**src/ptp_pkg.sv**
```systemverilog
// ----------------------------------------------------------------------------
// ptp_pkg
// Shared constants, types and helpers for the phase tensor parameter pipeline.
// ----------------------------------------------------------------------------
package ptp_pkg;

    // number formats
    localparam int DATA_WIDTH   = 32;
    localparam int FRAC_BITS    = 16;
    localparam int CORDIC_STEPS = 20;
    localparam int IW           = 32;
    localparam int GUARD        = 58 - DATA_WIDTH;

    // internal widths: cordic datapath, angle (degrees q8.24), outputs
    localparam int CW  = 62;
    localparam int ZW  = 36;
    localparam int ATW = 30;
    localparam int OW  = 24;
    localparam int CLW = ZW - 8;
    localparam int SKW = ZW - 9;
    localparam int AZW = 28;
    localparam int HIW = CW - 32;

    // cordic iteration count, capped by the arctangent table
    localparam int NSTEP = (CORDIC_STEPS > 32) ? 32 : CORDIC_STEPS;

    // reference of 1.0 for the single argument arctangent
    localparam int ATAN_E     = FRAC_BITS + GUARD + 1;
    localparam int ATAN_SHIFT = (ATAN_E > 60) ? ATAN_E - 60 : 0;
    localparam int REF_EXP    = (ATAN_E > 60) ? 60 : ATAN_E;
    localparam logic signed [CW-1:0] ATAN_REF = CW'(1) << REF_EXP;

    // inverse cordic gain, q0.32
    localparam logic [31:0] INV_GAIN = 32'h9B74EDA8;

    // axis ratio divider
    localparam int QW         = 17;
    localparam int RATIO_FRAC = 16;
    localparam int DIV_LAT    = QW + 1;
    localparam logic [QW-1:0] RATIO_ONE = QW'(1) << RATIO_FRAC;

    // angle constants
    localparam logic signed [ZW-1:0]  DEG180_Q24 = ZW'(180) << 24;
    localparam logic signed [OW-1:0]  DEG90_Q16  = OW'(90 << 16);
    localparam logic signed [AZW-1:0] DEG180_Q16 = AZW'(180 << 16);
    localparam logic signed [AZW-1:0] DEG360_Q16 = AZW'(360 << 16);

    // arctangent of 2^-i in degrees, q8.24
    localparam logic [ATW-1:0] ATAN_DEG_Q24 [0:31] = '{
        30'd754974720, 30'd445687602, 30'd235489088, 30'd119537938,
        30'd60000934,  30'd30029717,  30'd15018523,  30'd7509720,
        30'd3754917,   30'd1877466,   30'd938734,    30'd469367,
        30'd234684,    30'd117342,    30'd58671,     30'd29335,
        30'd14668,     30'd7334,      30'd3667,      30'd1833,
        30'd917,       30'd458,       30'd229,       30'd115,
        30'd57,        30'd29,        30'd14,        30'd7,
        30'd4,         30'd2,         30'd1,         30'd0
    };

    typedef struct packed {
        logic signed [IW-1:0] tensor_xx;
        logic signed [IW-1:0] tensor_xy;
        logic signed [IW-1:0] tensor_yx;
        logic signed [IW-1:0] tensor_yy;
    } ptp_in_t;

    typedef struct packed {
        logic                 valid_res;
        logic signed [OW-1:0] phi_min;
        logic signed [OW-1:0] phi_max;
        logic signed [OW-1:0] skew_angle;
        logic [OW-1:0]        azimuth;
        logic [QW-1:0]        axis_ratio;
    } ptp_out_t;

    // cordic result: angle and unscaled x
    typedef struct packed {
        logic signed [ZW-1:0] angle;
        logic signed [CW-1:0] x;
    } ptp_vec_t;

    // gain corrected magnitude with its angle
    typedef struct packed {
        logic signed [ZW-1:0] angle;
        logic [CW-1:0]        mag;
    } ptp_mag_t;

    // pair of arctangent results
    typedef struct packed {
        logic signed [ZW-1:0] ang_min;
        logic signed [ZW-1:0] ang_max;
    } ptp_atan_t;

    // skew, azimuth and flag waiting for the arctangents
    typedef struct packed {
        logic                 valid_res;
        logic signed [OW-1:0] skew;
        logic [OW-1:0]        az;
    } ptp_side_t;

    // saturate to +-90 degrees q8.16
    function automatic logic signed [OW-1:0] clamp90(input logic signed [CLW-1:0] v);
        logic signed [CLW-1:0] hi;
        logic signed [CLW-1:0] lo;
        hi = CLW'(DEG90_Q16);
        lo = -hi;
        if (v > hi)
        begin
            return DEG90_Q16;
        end
        else if (v < lo)
        begin
            return -DEG90_Q16;
        end
        else
        begin
            return v[OW-1:0];
        end
    endfunction

endpackage

```
**src/ptp_gain.sv**
```systemverilog
// ----------------------------------------------------------------------------
// ptp_gain
// Removes the cordic gain: magnitude times 1/K in q0.32, split into two
// partial products, summed in the second stage.
// ----------------------------------------------------------------------------
module ptp_gain
    import ptp_pkg::*;
(
    input  logic     clk,
    input  logic     rst_n,
    input  logic     in_valid,
    input  ptp_vec_t vec_in,
    output logic     out_valid,
    output ptp_mag_t mag_out
);

    logic [HIW-1:0]       hi;
    logic [31:0]          lo;
    logic [HIW+31:0]      prod_hi_next;
    logic [63:0]          prod_lo_next;
    logic [HIW+31:0]      prod_hi_reg;
    logic [31:0]          prod_lo_reg;
    logic signed [ZW-1:0] ang1_reg;
    logic signed [ZW-1:0] ang2_reg;
    logic [CW-1:0]        mag_reg;
    logic                 v1_reg;
    logic                 v2_reg;

    // partial products
    assign hi           = vec_in.x[CW-1:32];
    assign lo           = vec_in.x[31:0];
    assign prod_hi_next = {32'b0, hi} * {{HIW{1'b0}}, INV_GAIN};
    assign prod_lo_next = {32'b0, lo} * {32'b0, INV_GAIN};

    always_ff @(posedge clk or negedge rst_n)
    begin
        if (!rst_n)
        begin
            v1_reg <= 1'b0;
            v2_reg <= 1'b0;
        end
        else
        begin
            v1_reg <= in_valid;
            v2_reg <= v1_reg;
        end
    end

    always_ff @(posedge clk)
    begin
        prod_hi_reg <= prod_hi_next;
        prod_lo_reg <= prod_lo_next[63:32];
        ang1_reg    <= vec_in.angle;
        mag_reg     <= CW'(prod_hi_reg) + CW'(prod_lo_reg);
        ang2_reg    <= ang1_reg;
    end

    assign out_valid     = v2_reg;
    assign mag_out.angle = ang2_reg;
    assign mag_out.mag   = mag_reg;

endmodule

```
**config.mk**
```make
export PLATFORM = sky130hd
export DESIGN_NAME = ptp_gain
export DESIGN_NICKNAME = d
export VERILOG_FILES = /design/src/ptp_pkg.sv /design/src/ptp_gain.sv
export SDC_FILE = /design/constraint.sdc
export NUM_CORES = 2
export LEC_CHECK = 0
export ABC_CLOCK_PERIOD_IN_PS = 3280
export BUFFER_PORTS_ARGS = -buffer_cell sky130_fd_sc_hd__buf_2
export CORE_MARGIN = 5
export CORE_UTILIZATION = 46
export DETAILED_ROUTE_END_ITERATION = 16
export MAX_ROUTING_LAYER = met4
export PLACE_DENSITY = 0.6
export SLEW_MARGIN = 0
export SYNTH_ARGS = -nofsm -noshare
export SYNTH_HDL_FRONTEND = slang
export SYNTH_SLANG_ARGS = --single-unit
```
**constraint.sdc**
```tcl
create_clock -name clk -period 3.28 [get_ports clk]
set_clock_uncertainty 0.1 [all_clocks]
set_input_delay 0.492 -clock clk [delete_from_list [all_inputs] [get_ports clk]]
set_output_delay 0.492 -clock clk [all_outputs]
set_load 0.02 [all_outputs]
```
==> results <==
- The synthesized design contains 0 enable-type register cells.
- In the layout the commonest cells are 1319 x sky130_fd_sc_hd__inv_1, 836 x sky130_fd_sc_hd__fa_1, 712 x sky130_fd_sc_hd__buf_4.
- The number of flip-flops in the largest register is just over 60.
- In this run the number of H-tree levels came out at 1.
- The die is around 310 um tall.
- The most common library cell in the layout ignoring fill and taps is sky130_fd_sc_hd__inv_1.
- Global routing consumed, over all layers together, between 20% and 30% of the routing resources.
- The utilization after layout is roughly three fifths.
- The worst setup path is launched from an input pin.
- Data on the critical path is required at its endpoint by between 3 and 4 ns.
- The cell depth of the worst setup path is 24.
- For this run, global-route usage on met1 was measured as 35.4%.
- Setup repair after global routing could not meet its margin everywhere.
- The signal arrival time at the worst endpoint is slightly above 7 ns.
- The delay of the slowest critical-path stage is a little under 0.6 ns.
- The highest-utilization routing layer at the global route stage is met2.
- On the critical path the largest part of the delay comes from adder cells.
- After technology mapping, the gate count stands at around 4000.
- The final critical path takes up 210% of the cycle.
- Using the TritonRoute via totals, the vias-per-cell ratio works out to slightly below 5.
- The placeable core region is around 90000 um2.
- After detailed routing, the average wire length per cell comes to 18.7 um.
- The fraction of layout cells with a size suffix above 1 is about 28%.
- The worst setup path is captured at a register.
- The max-slew violation count is 0.
- After detailed routing, the number of remaining DRC violations is 0.
- The worst relative slew slack is 62.1%.
- The area added between synthesis and finish is 29.8%.
- The tree is rooted in a sky130_fd_sc_hd__clkbuf_16.
- The wire-length estimate of the detail-placed layout is between 100000 and 150000 um.
- The final setup violation count is 84.
- The met2 track demand over resource in global routing is between 40% and 50%.
- In the final timing run, aggregate negative setup slack is -246.66 ns.
- The detailed router placed about 30000 vias in this run.
- The number of core rows is 110.
- The area taken by flip-flops and latches is ~4600 um2.
- The number of clock buffers inserted by TritonCTS is 21.
- Timing analysis after detailed placement gives a worst setup slack of -4.36 ns.
- Once routing completed, OpenROAD measured the worst setup slack at -3.59 ns.
- After the last flow step, the layout net total stands at between 6000 and 7000.
- The path class of the tightest hold or removal check is input pin to async pin.
- The class of the most critical setup path is input pin to register.
- Once the floorplan was initialized, standard cells occupied 46.5% of the core.
- The worst-margin pin slew is 0.566 ns.
- For met3 alone, demand over resource in global routing was ~3.7%.
- The width of the chip is roughly 310 um.
- The critical path contains buffers and inverters numbering 6 combined.
- The remaining antenna violation count after routing is 0.
- Among all stages on the critical path, the largest delay is contributed by sky130_fd_sc_hd__or4_4.
- The number of distinct library cell variants in the gate-level netlist after synthesis is between 60 and 70.
- Counting flops with an async set or reset pin after synthesis yields a share of 0.881%.
- The cell area that synthesis handed to floorplanning was between 40000 and 50000 um2.
- Walking the worst path, the cells encountered are buf_2 > inv_2 > buf_4 > fa_1 > fa_1 > inv_1 > fa_1 > inv_1 > fa_1 > inv_1 > fa_1 > fa_1 > fa_1 > ha_1 > ha_4 > nand4_1 > or4_4 > or4_4 > a31oi_4 > nor2_4 > o41ai_4 > o21a_2 > or4_1 > nand3_1.
- The max-cap violation count is 0.
- The die covers around 100000 um2.
- The number of nets in the synthesized netlist is just under 6000.
- The via count of the first global-routing pass is between 30000 and 40000.
- The final global-route overflow total is 0.
- The final number of hold-violating endpoints is 0.
- The layout filler cell count is 7623.
- The total area of multi-input combinational cells is 34500 um2.
- After layout, the minimum clock period comes to around 6.9 ns.
- Sequential elements use about 11% of the synthesized area.
- The maximum fanout encountered on the critical timing path is 4.
- The cell seen most often among critical-path stages is sky130_fd_sc_hd__fa_1.
- The I/O pin total is 200.
- The CTS clock-pin slew for the worst setup and hold paths is approximately 0.070 ns.
- The tightest hold path in the finished design has a slack of 0.198 ns.
- The flow ran to the end, but the final reports show violations.
- The highest achievable clock rate is approximately 0.15 GHz.
- The synthesized area per cell is a little over 10 um2.
- The warning count from the yosys run is 0.
- The number of sinks on the clock net is approximately 230.
- The maximum number of pins on one net before global-route repair is 18.
- The synthesis-stage register bit count is roughly 230.
- The checks that failed: negative setup slack.
- Routability-driven placement finished with a final weighted congestion of 0.960.
- Counting cells, the worst reg-to-reg path comes to 14.
- The detailed router finished its first iteration with between 1500 and 2000 violations.
- The insertion delay of the later-clocked pin in the worst-skew pair is slightly above 0.5 ns.
- The TritonCTS clock tree is built.
- The initial antenna violation count came to 2.
- For this run, the leading register cell type out of synthesis is sky130_fd_sc_hd__dfxtp_1.
- For this block, the routed nets add up to around 120000 um of wire.
- The first global-routing pass estimated 188000 um of wire.
- The number of buffers inserted by port buffering is between 150 and 200.
- The maximum number of buffers from clock root to sink is 3.
- The number of optimization iterations in the first detailed-route pass is 6.
## kinds of logic (layout without fill, tap and decap cells)
family | after synthesis | count (layout) | share of synthesized area, %
XOR/XNOR | 144 | 144 | 3.00
AND/OR/NAND/NOR | 301 | 301 | 3.56
AO/OA/AOI/OAI | 409 | 409 | 6.19
buffers and inverters | 1426 | 2468 | 12.7
other | 0 | 1 | 0
flip-flops | 227 | 227 | 10.8
adder cells (fa/ha/maj) | 1609 | 1609 | 63.7
## cell usage after synthesis (11+ instances only)
library cell | number | area share [%]
sky130_fd_sc_hd__clkbuf_1 | 24 | 0.21
sky130_fd_sc_hd__nand3_1 | 34 | 0.40
sky130_fd_sc_hd__xor2_1 | 51 | 1.1
sky130_fd_sc_hd__ha_1 | 725 | 22
sky130_fd_sc_hd__o21ai_0 | 78 | 0.93
sky130_fd_sc_hd__o21a_1 | 15 | 0.27
sky130_fd_sc_hd__and3_1 | 27 | 0.40
sky130_fd_sc_hd__nand2_1 | 84 | 0.75
sky130_fd_sc_hd__o21bai_1 | 22 | 0.39
sky130_fd_sc_hd__inv_1 | 1397 | 12
sky130_fd_sc_hd__nand4_1 | 47 | 0.70
sky130_fd_sc_hd__a21o_1 | 67 | 1.2
sky130_fd_sc_hd__dfxtp_1 | 225 | 11
sky130_fd_sc_hd__nand2b_1 | 13 | 0.19
sky130_fd_sc_hd__a31oi_1 | 14 | 0.21
sky130_fd_sc_hd__nor2_1 | 56 | 0.50
sky130_fd_sc_hd__xnor2_1 | 93 | 1.9
sky130_fd_sc_hd__a211oi_1 | 11 | 0.20
sky130_fd_sc_hd__o211ai_1 | 14 | 0.25
sky130_fd_sc_hd__fa_1 | 884 | 42
sky130_fd_sc_hd__a21oi_1 | 135 | 1.6
## area by class of cell
type | instances | area share (%)
Clock inverter | 11 | 0.287
Timing Repair Buffer | 1033 | 14.7
Sequential cell | 227 | 8.34
Inverter | 1397 | 9.77
Tap cell | 1176 | 2.70
Clock buffer | 27 | 1.06
Multi-Input combinational cell | 2463 | 63.2
Antenna cell | 1 | 0.00458
## path summary, 6_finish.rpt
check                                          end  slack [ns]                    from
min in group clk              ang2_reg[34]$_DFF_P_        0.23    ang1_reg[34]$_DFF_P_
setup / recovery           prod_lo_reg[31]$_DFF_P_       -3.59              vec_in[16]
max in group asynchronous         v1_reg$_DFF_PN0_        2.79                   rst_n
hold / removal                 out_valid$_DFF_PN0_        0.20                   rst_n
setup reg to reg               mag_reg[38]$_DFF_P_        0.22  prod_hi_reg[4]$_DFF_P_
hold reg to reg               ang2_reg[34]$_DFF_P_        0.23    ang1_reg[34]$_DFF_P_
## repair_timing
item	4_1_cts	5_1_grt
hold buffers	37	1
endpoints found under the setup margin	84	98
pin swaps	190	144
resized for setup	312	173
buffers inserted	65	42
hold endpoints to repair	38	1
## metal layers
metal / vias to the layer above / wire length (um)
met5: - / 0
met4: 0 / 2510
met3: 121 / 6330
met2: 705 / 55100
met1: 15200 / 54400
li1: 14500 / -
## worst reg2reg max path, delay by kind of cell (launching register included)
family | cells | cell delay, ns
XOR/XNOR | 1 | 0.11
AO/OA/AOI/OAI | 7 | 1.50
AND/OR/NAND/NOR | 2 | 0.14
adder cells (fa/ha/maj) | 1 | 0.29
buffers and inverters | 3 | 0.52
flip-flops | 1 | 0.32
## through the flow
stage,area [um2],instances
2_1_floorplan,43000,4116
3_3_place_gp,50800,6181
3_5_place_dp,50800,6181
4_1_cts,53700,6311
5_1_grt,54600,6335
6_report,54600,6335
Power is not shown: default switching activity piles up to over one toggle a cycle in this logic, so the estimate is an artifact.
