[src/ptp_pkg.sv]
// ----------------------------------------------------------------------------
// ptp_pkg
// Shared constants, types and helpers for the phase tensor parameter pipeline.
// ----------------------------------------------------------------------------
package ptp_pkg;

    // number formats
    localparam int DATA_WIDTH   = 32;
    localparam int FRAC_BITS    = 16;
    localparam int CORDIC_STEPS = 20;
    localparam int IW           = 32;
    localparam int GUARD        = 58 - DATA_WIDTH;

    // internal widths: cordic datapath, angle (degrees q8.24), outputs
    localparam int CW  = 62;
    localparam int ZW  = 36;
    localparam int ATW = 30;
    localparam int OW  = 24;
    localparam int CLW = ZW - 8;
    localparam int SKW = ZW - 9;
    localparam int AZW = 28;
    localparam int HIW = CW - 32;

    // cordic iteration count, capped by the arctangent table
    localparam int NSTEP = (CORDIC_STEPS > 32) ? 32 : CORDIC_STEPS;

    // reference of 1.0 for the single argument arctangent
    localparam int ATAN_E     = FRAC_BITS + GUARD + 1;
    localparam int ATAN_SHIFT = (ATAN_E > 60) ? ATAN_E - 60 : 0;
    localparam int REF_EXP    = (ATAN_E > 60) ? 60 : ATAN_E;
    localparam logic signed [CW-1:0] ATAN_REF = CW'(1) << REF_EXP;

    // inverse cordic gain, q0.32
    localparam logic [31:0] INV_GAIN = 32'h9B74EDA8;

    // axis ratio divider
    localparam int QW         = 17;
    localparam int RATIO_FRAC = 16;
    localparam int DIV_LAT    = QW + 1;
    localparam logic [QW-1:0] RATIO_ONE = QW'(1) << RATIO_FRAC;

    // angle constants
    localparam logic signed [ZW-1:0]  DEG180_Q24 = ZW'(180) << 24;
    localparam logic signed [OW-1:0]  DEG90_Q16  = OW'(90 << 16);
    localparam logic signed [AZW-1:0] DEG180_Q16 = AZW'(180 << 16);
    localparam logic signed [AZW-1:0] DEG360_Q16 = AZW'(360 << 16);

    // arctangent of 2^-i in degrees, q8.24
    localparam logic [ATW-1:0] ATAN_DEG_Q24 [0:31] = '{
        30'd754974720, 30'd445687602, 30'd235489088, 30'd119537938,
        30'd60000934,  30'd30029717,  30'd15018523,  30'd7509720,
        30'd3754917,   30'd1877466,   30'd938734,    30'd469367,
        30'd234684,    30'd117342,    30'd58671,     30'd29335,
        30'd14668,     30'd7334,      30'd3667,      30'd1833,
        30'd917,       30'd458,       30'd229,       30'd115,
        30'd57,        30'd29,        30'd14,        30'd7,
        30'd4,         30'd2,         30'd1,         30'd0
    };

    typedef struct packed {
        logic signed [IW-1:0] tensor_xx;
        logic signed [IW-1:0] tensor_xy;
        logic signed [IW-1:0] tensor_yx;
        logic signed [IW-1:0] tensor_yy;
    } ptp_in_t;

    typedef struct packed {
        logic                 valid_res;
        logic signed [OW-1:0] phi_min;
        logic signed [OW-1:0] phi_max;
        logic signed [OW-1:0] skew_angle;
        logic [OW-1:0]        azimuth;
        logic [QW-1:0]        axis_ratio;
    } ptp_out_t;

    // cordic result: angle and unscaled x
    typedef struct packed {
        logic signed [ZW-1:0] angle;
        logic signed [CW-1:0] x;
    } ptp_vec_t;

    // gain corrected magnitude with its angle
    typedef struct packed {
        logic signed [ZW-1:0] angle;
        logic [CW-1:0]        mag;
    } ptp_mag_t;

    // pair of arctangent results
    typedef struct packed {
        logic signed [ZW-1:0] ang_min;
        logic signed [ZW-1:0] ang_max;
    } ptp_atan_t;

    // skew, azimuth and flag waiting for the arctangents
    typedef struct packed {
        logic                 valid_res;
        logic signed [OW-1:0] skew;
        logic [OW-1:0]        az;
    } ptp_side_t;

    // saturate to +-90 degrees q8.16
    function automatic logic signed [OW-1:0] clamp90(input logic signed [CLW-1:0] v);
        logic signed [CLW-1:0] hi;
        logic signed [CLW-1:0] lo;
        hi = CLW'(DEG90_Q16);
        lo = -hi;
        if (v > hi)
        begin
            return DEG90_Q16;
        end
        else if (v < lo)
        begin
            return -DEG90_Q16;
        end
        else
        begin
            return v[OW-1:0];
        end
    endfunction

endpackage

[src/ptp_divider.sv]
// ----------------------------------------------------------------------------
// ptp_divider
// Pipelined restoring divider for |minor|/major, one quotient bit per stage,
// seventeen bits in q1.16.
// ----------------------------------------------------------------------------
module ptp_divider
    import ptp_pkg::*;
(
    input  logic                 clk,
    input  logic                 rst_n,
    input  logic                 in_valid,
    input  logic signed [CW-1:0] minor,
    input  logic [CW-1:0]        major,
    output logic                 out_valid,
    output logic [QW-1:0]        quo
);

    logic          valid_reg [0:QW];
    logic [CW-1:0] r_reg     [0:QW];
    logic [CW-1:0] d_reg     [0:QW];
    logic [QW-1:0] q_reg     [1:QW];

    // absolute value of the numerator
    always_ff @(posedge clk or negedge rst_n)
    begin
        if (!rst_n)
        begin
            valid_reg[0] <= 1'b0;
        end
        else
        begin
            valid_reg[0] <= in_valid;
        end
    end

    always_ff @(posedge clk)
    begin
        r_reg[0] <= minor[CW-1] ? CW'(-minor) : CW'(minor);
        d_reg[0] <= major;
    end

    // compare and subtract, one bit each
    for (genvar j = 1; j <= QW; j++)
    begin : g_step
        logic [CW-1:0] rin;
        logic [CW-1:0] r_next;
        logic [QW-1:0] q_prev;
        logic          ge;

        if (j == 1)
        begin : g_first
            assign rin    = r_reg[0];
            assign q_prev = '0;
        end
        else
        begin : g_rest
            assign rin    = r_reg[j-1] << 1;
            assign q_prev = q_reg[j-1];
        end

        assign ge     = rin >= d_reg[j-1];
        assign r_next = ge ? rin - d_reg[j-1] : rin;

        always_ff @(posedge clk or negedge rst_n)
        begin
            if (!rst_n)
            begin
                valid_reg[j] <= 1'b0;
            end
            else
            begin
                valid_reg[j] <= valid_reg[j-1];
            end
        end

        always_ff @(posedge clk)
        begin
            r_reg[j] <= r_next;
            d_reg[j] <= d_reg[j-1];
            q_reg[j] <= {q_prev[QW-2:0], ge};
        end
    end

    assign out_valid = valid_reg[QW];
    assign quo       = q_reg[QW];

endmodule

[config.mk]
export PLATFORM = sky130hd
export DESIGN_NAME = ptp_divider
export DESIGN_NICKNAME = d
export VERILOG_FILES = /design/src/ptp_pkg.sv /design/src/ptp_divider.sv
export SDC_FILE = /design/constraint.sdc
export NUM_CORES = 2
export LEC_CHECK = 0
export BUFFER_PORTS_ARGS = -buffer_cell sky130_fd_sc_hd__buf_2
export CAP_MARGIN = 20
export CORE_MARGIN = 2
export CORE_UTILIZATION = 50
export DETAILED_ROUTE_END_ITERATION = 8
export PLACE_DENSITY = 0.76
export REMOVE_ABC_BUFFERS = 1
export SLEW_MARGIN = 20
export SYNTH_ARGS = -nofsm -noshare
export SYNTH_HDL_FRONTEND = slang
export SYNTH_SLANG_ARGS = --single-unit
[constraint.sdc]
create_clock -name clk -period 11.55 [get_ports clk]
set_clock_uncertainty 0.05 [all_clocks]
set_input_delay 1.155 -clock clk [delete_from_list [all_inputs] [get_ports clk]]
set_output_delay 1.155 -clock clk [all_outputs]
set_load 0.01 [all_outputs]
==> results <==
- The run finished with clean final reports.
- The number of global-route vias before repair was roughly 88,000.
- The first-iteration detailed-routing DRC count is 5,460.
- The tool flagged a number of max-cap violations equal to 0.
- The largest net degree at the start of global routing is 120.
- The CTS H-tree depth is 4.
- The setup path with the least slack is of type register to register.
- The cell area reported after detailed placement is 119,000 sq um.
- The worst hold path belongs to the class input port to asynchronous set/reset pin.
- The sequential share of the synthesized area is 0.391.
- The worst slack on hold paths is ~160 ps.
- The routed design could run at a clock period as short as between 5000 and 6000 ps.
- The maximum net fanout on the critical path is 62.
- The HPWL reported at the end of detailed placement is about 220,000 um.
- The TritonCTS buffer count is 232.
- The CTS tree is built.
- STA classifies the critical path startpoint as a register.
- The number of clock sinks is approximately 2,300.
- The area of the die is 236,000 sq um.
- In the synthesized netlist, the number of instances is approximately 13,000.
- The final layout contains routed wiring with a total length of between 200,000 and 300,000 um.
- The number of nets with antenna violations after routing is 0.
- The maximum resistive drop on vdd is 0.155 mV.
- The layer carrying the most global-route usage is met2.
- The routed via count is between 90,000 and 100k.
- Setup repair after global routing left no endpoint under its margin.
- The die is approximately 490 um wide.
- The initial antenna violation count was 2.
- The relative max-transition margin is 0.191.
- The final number of hold-violating endpoints is 0.
- The startpoint identified for the worst register-to-register timing path is d_reg[7][7]$_DFF_P_.
- The mean post-synth cell area is 8.70 sq um.
- From synthesis to final layout, the design area changed by 9.72%.
- The type of element capturing the critical path is a register.
- The total of buffers placed on input and output ports is between 100 and 150.
- The global placement routability congestion is roughly 1.
- Setup slack closes at 5820 ps.
- After detailed routing, the number of remaining DRC violations is 0.
- The total overflow left after global routing is 0.
- Static timing analysis puts the maximum clock frequency at around 170 MHz.
- The first-pass iteration count of the detailed router is 6.
- The arrival time reported for the critical path endpoint is approximately 6400 ps.
- The clock-pin slew on the worst setup and hold paths is 60 ps.
- The critical path required time is ~12,000 ps.
- The most used flip-flop cell after synthesis is sky130_fd_sc_hd__dfxtp_1.
- The final setup violation count is 0.
- After synthesis the netlist holds a flip-flop and latch count of about 2,300.
- For met3 alone, demand over resource in global routing was 0.0255.
- The clock reaches the later pin of the worst-skew pair after between 800 and 900 ps.
- From bottom edge to top edge, the die measures 486 um.
- In the final routed layout, each cell accounts on average for 16.8 um.
- The core region is 231,000 sq um.
- The leakage power figure is roughly 60 nW.
- For this run, global-route usage on met2 was measured as 0.407.
- The number of buffers inserted for hold repair after clock tree synthesis is 0.
- The initial core utilization is 0.504.
- The final layout contains about 14,000 nets.
- The netlist area before placement is 116,000 sq um.
- Measured in cells, the most critical reg-to-reg path has a length of 15.
- The worst register-to-register path ends at r_reg[8][10]$_DFF_P_.
- After clock tree synthesis, the setup repair step added 0 buffers.
- The all-layer global routing usage is 0.228.
- The first global-routing pass estimated 445,000 um of wire.
- The average via count per standard cell is around 5.5.
- The max-slew violation count is 0.
- Counting flops with an async set or reset pin after synthesis yields a share of 0.00795.
- Summed over all failing endpoints, the final setup total negative slack is 0 ps.
- Once the clock tree was built, the resizer swapped 0 gates to a different size.
- The fraction of layout cells with a size suffix above 1 is 0.0762.
- The register with the most flip-flops in the layout has 1,054 of them.
- The number of different library cells used by synthesis comes to 81.
- The buffer depth of the longest clock path is 3.
- The final worst-path cycle share is 0.496.
- For the pin with the worst max-slew slack, the measured transition is about 1200 ps.
- Counting flops with a built-in enable in the synthesized netlist gives 0.
- The number of rows in the core area is around 180.
- The placement-stage worst setup slack is 5550 ps.
- The post-layout instance area is approximately 130,000 sq um.
- The register-to-register setup slack is around 5800 ps.
- For this run, global-route usage on met1 was measured as 0.262.
- The root buffer selected by CTS is sky130_fd_sc_hd__clkbuf_16.
- The total power after layout is around 0.040 W.
- The total I/O pin count is around 150.
- The power per cell area is roughly 310 nW/um^2.
- The count of warnings emitted by yosys is 0.
[worst max-delay path: stages, from the launching register on]
cell and delay, ps:
sky130_fd_sc_hd__dfxtp_1 320, sky130_fd_sc_hd__inv_1 40, sky130_fd_sc_hd__ha_1 350, sky130_fd_sc_hd__and3_1 230, sky130_fd_sc_hd__and3_1 360, sky130_fd_sc_hd__o21ai_0 130, sky130_fd_sc_hd__a21boi_0 360, sky130_fd_sc_hd__o31a_1 330
sky130_fd_sc_hd__a31oi_1 310, sky130_fd_sc_hd__o31a_1 400, sky130_fd_sc_hd__o41ai_1 680, sky130_fd_sc_hd__a41oi_1 460, sky130_fd_sc_hd__o31ai_1 610, sky130_fd_sc_hd__a221oi_4 140, sky130_fd_sc_hd__buf_4 390, sky130_fd_sc_hd__mux2_2 380
[Yosys cell counts (all sizes together), types with 282 or more instances]
library cell  number  area [sq um]
xor2             391          3420
nand4            282          1760
a21o             619          4650
nor2             741          2780
ha              1054         13200
inv             1271          4770
xnor2            571          5000
o21ai            977          4890
mux2             338          3810
nand2           1025          3850
a21oi           1327          6640
clkbuf           468          1760
dfxtp           2245         44900
[worst max-delay path by stage]
stage,cells past startpoint,slack (ps),to,startpoint
5_1_grt,15,5540,r_reg[8][6]$_DFF_P_,d_reg[7][7]$_DFF_P_
3_3_place_gp,12,5570,r_reg[0][55]$_DFF_P_,minor[5]
3_5_place_dp,12,5550,r_reg[0][55]$_DFF_P_,minor[3]
4_1_cts,15,5890,r_reg[8][10]$_DFF_P_,d_reg[7][7]$_DFF_P_
2_1_floorplan,13,2300,r_reg[5][10]$_DFF_P_,r_reg[4][0]$_SDFF_PN0_
6_report,15,5820,r_reg[8][10]$_DFF_P_,d_reg[7][7]$_DFF_P_
[per-stage QoR]
step | utilization | std cells
4_1_cts | 0.553 | 16500
3_5_place_dp | 0.517 | 16100
2_1_floorplan | - | 12900
5_1_grt | 0.553 | 16500
3_3_place_gp | 0.517 | 16100
6_report | 0.553 | 16500
[where the power goes]
part           total (W)  switching, W  internal, W  leakage, nW
combinational     0.0207        0.0119      0.00872         36.2
sequential        0.0115       0.00130       0.0102         19.1
clock            0.00785       0.00310      0.00474         4.04
[placed cells by master (no fill, tap or decap), types with 105 or more instances in the layout]
| cell type | instances |
|---|---|
| sky130_fd_sc_hd__dfxtp_1 | 2245 |
| sky130_fd_sc_hd__a21oi_1 | 1325 |
| sky130_fd_sc_hd__inv_1 | 1270 |
| sky130_fd_sc_hd__ha_1 | 1054 |
| sky130_fd_sc_hd__nand2_1 | 1025 |
| sky130_fd_sc_hd__o21ai_0 | 973 |
| sky130_fd_sc_hd__nor2_1 | 741 |
| sky130_fd_sc_hd__a21o_1 | 619 |
| sky130_fd_sc_hd__xnor2_1 | 571 |
| sky130_fd_sc_hd__xor2_1 | 391 |
| sky130_fd_sc_hd__mux2_2 | 338 |
| sky130_fd_sc_hd__nand4_1 | 282 |
| sky130_fd_sc_hd__clkbuf_16 | 234 |
| sky130_fd_sc_hd__nand3_1 | 207 |
| sky130_fd_sc_hd__o21bai_1 | 163 |
| sky130_fd_sc_hd__nor2b_1 | 158 |
| sky130_fd_sc_hd__buf_2 | 144 |
| sky130_fd_sc_hd__a31oi_1 | 133 |
| sky130_fd_sc_hd__nand2b_1 | 126 |
| sky130_fd_sc_hd__nor3_1 | 125 |
| sky130_fd_sc_hd__o21a_1 | 105 |
[per-layer routing]
metal / wire length [um] / vias up
met5: 0 / -
met3: 10100 / 747
met2: 133000 / 2377
li1: - / 46400
met4: 17400 / 0
met1: 116000 / 41100
[layout make-up]
class / count / area, sq um
antenna: 2 / 5.00
clock buffer: 309 / 6550
clock inverter: 119 / 1690
fill: 21100 / 103000
inverter: 1271 / 4770
multi-input combinational: 9323 / 64300
sequential: 2263 / 45400
tap: 3026 / 3790
timing repair buffer: 183 / 1020
[cell families after synthesis]
kind of cell | Yosys count | synth area share
AND/OR/NAND/NOR | 3060 | 0.125
flip-flops | 2263 | 0.391
buffers and inverters | 1779 | 0.0575
adder cells (fa/ha/maj) | 1070 | 0.116
AO/OA/AOI/OAI | 3886 | 0.205
multiplexers | 345 | 0.0333
XOR/XNOR | 962 | 0.0725
No activity file was read; power rests on OpenSTA's default activity.
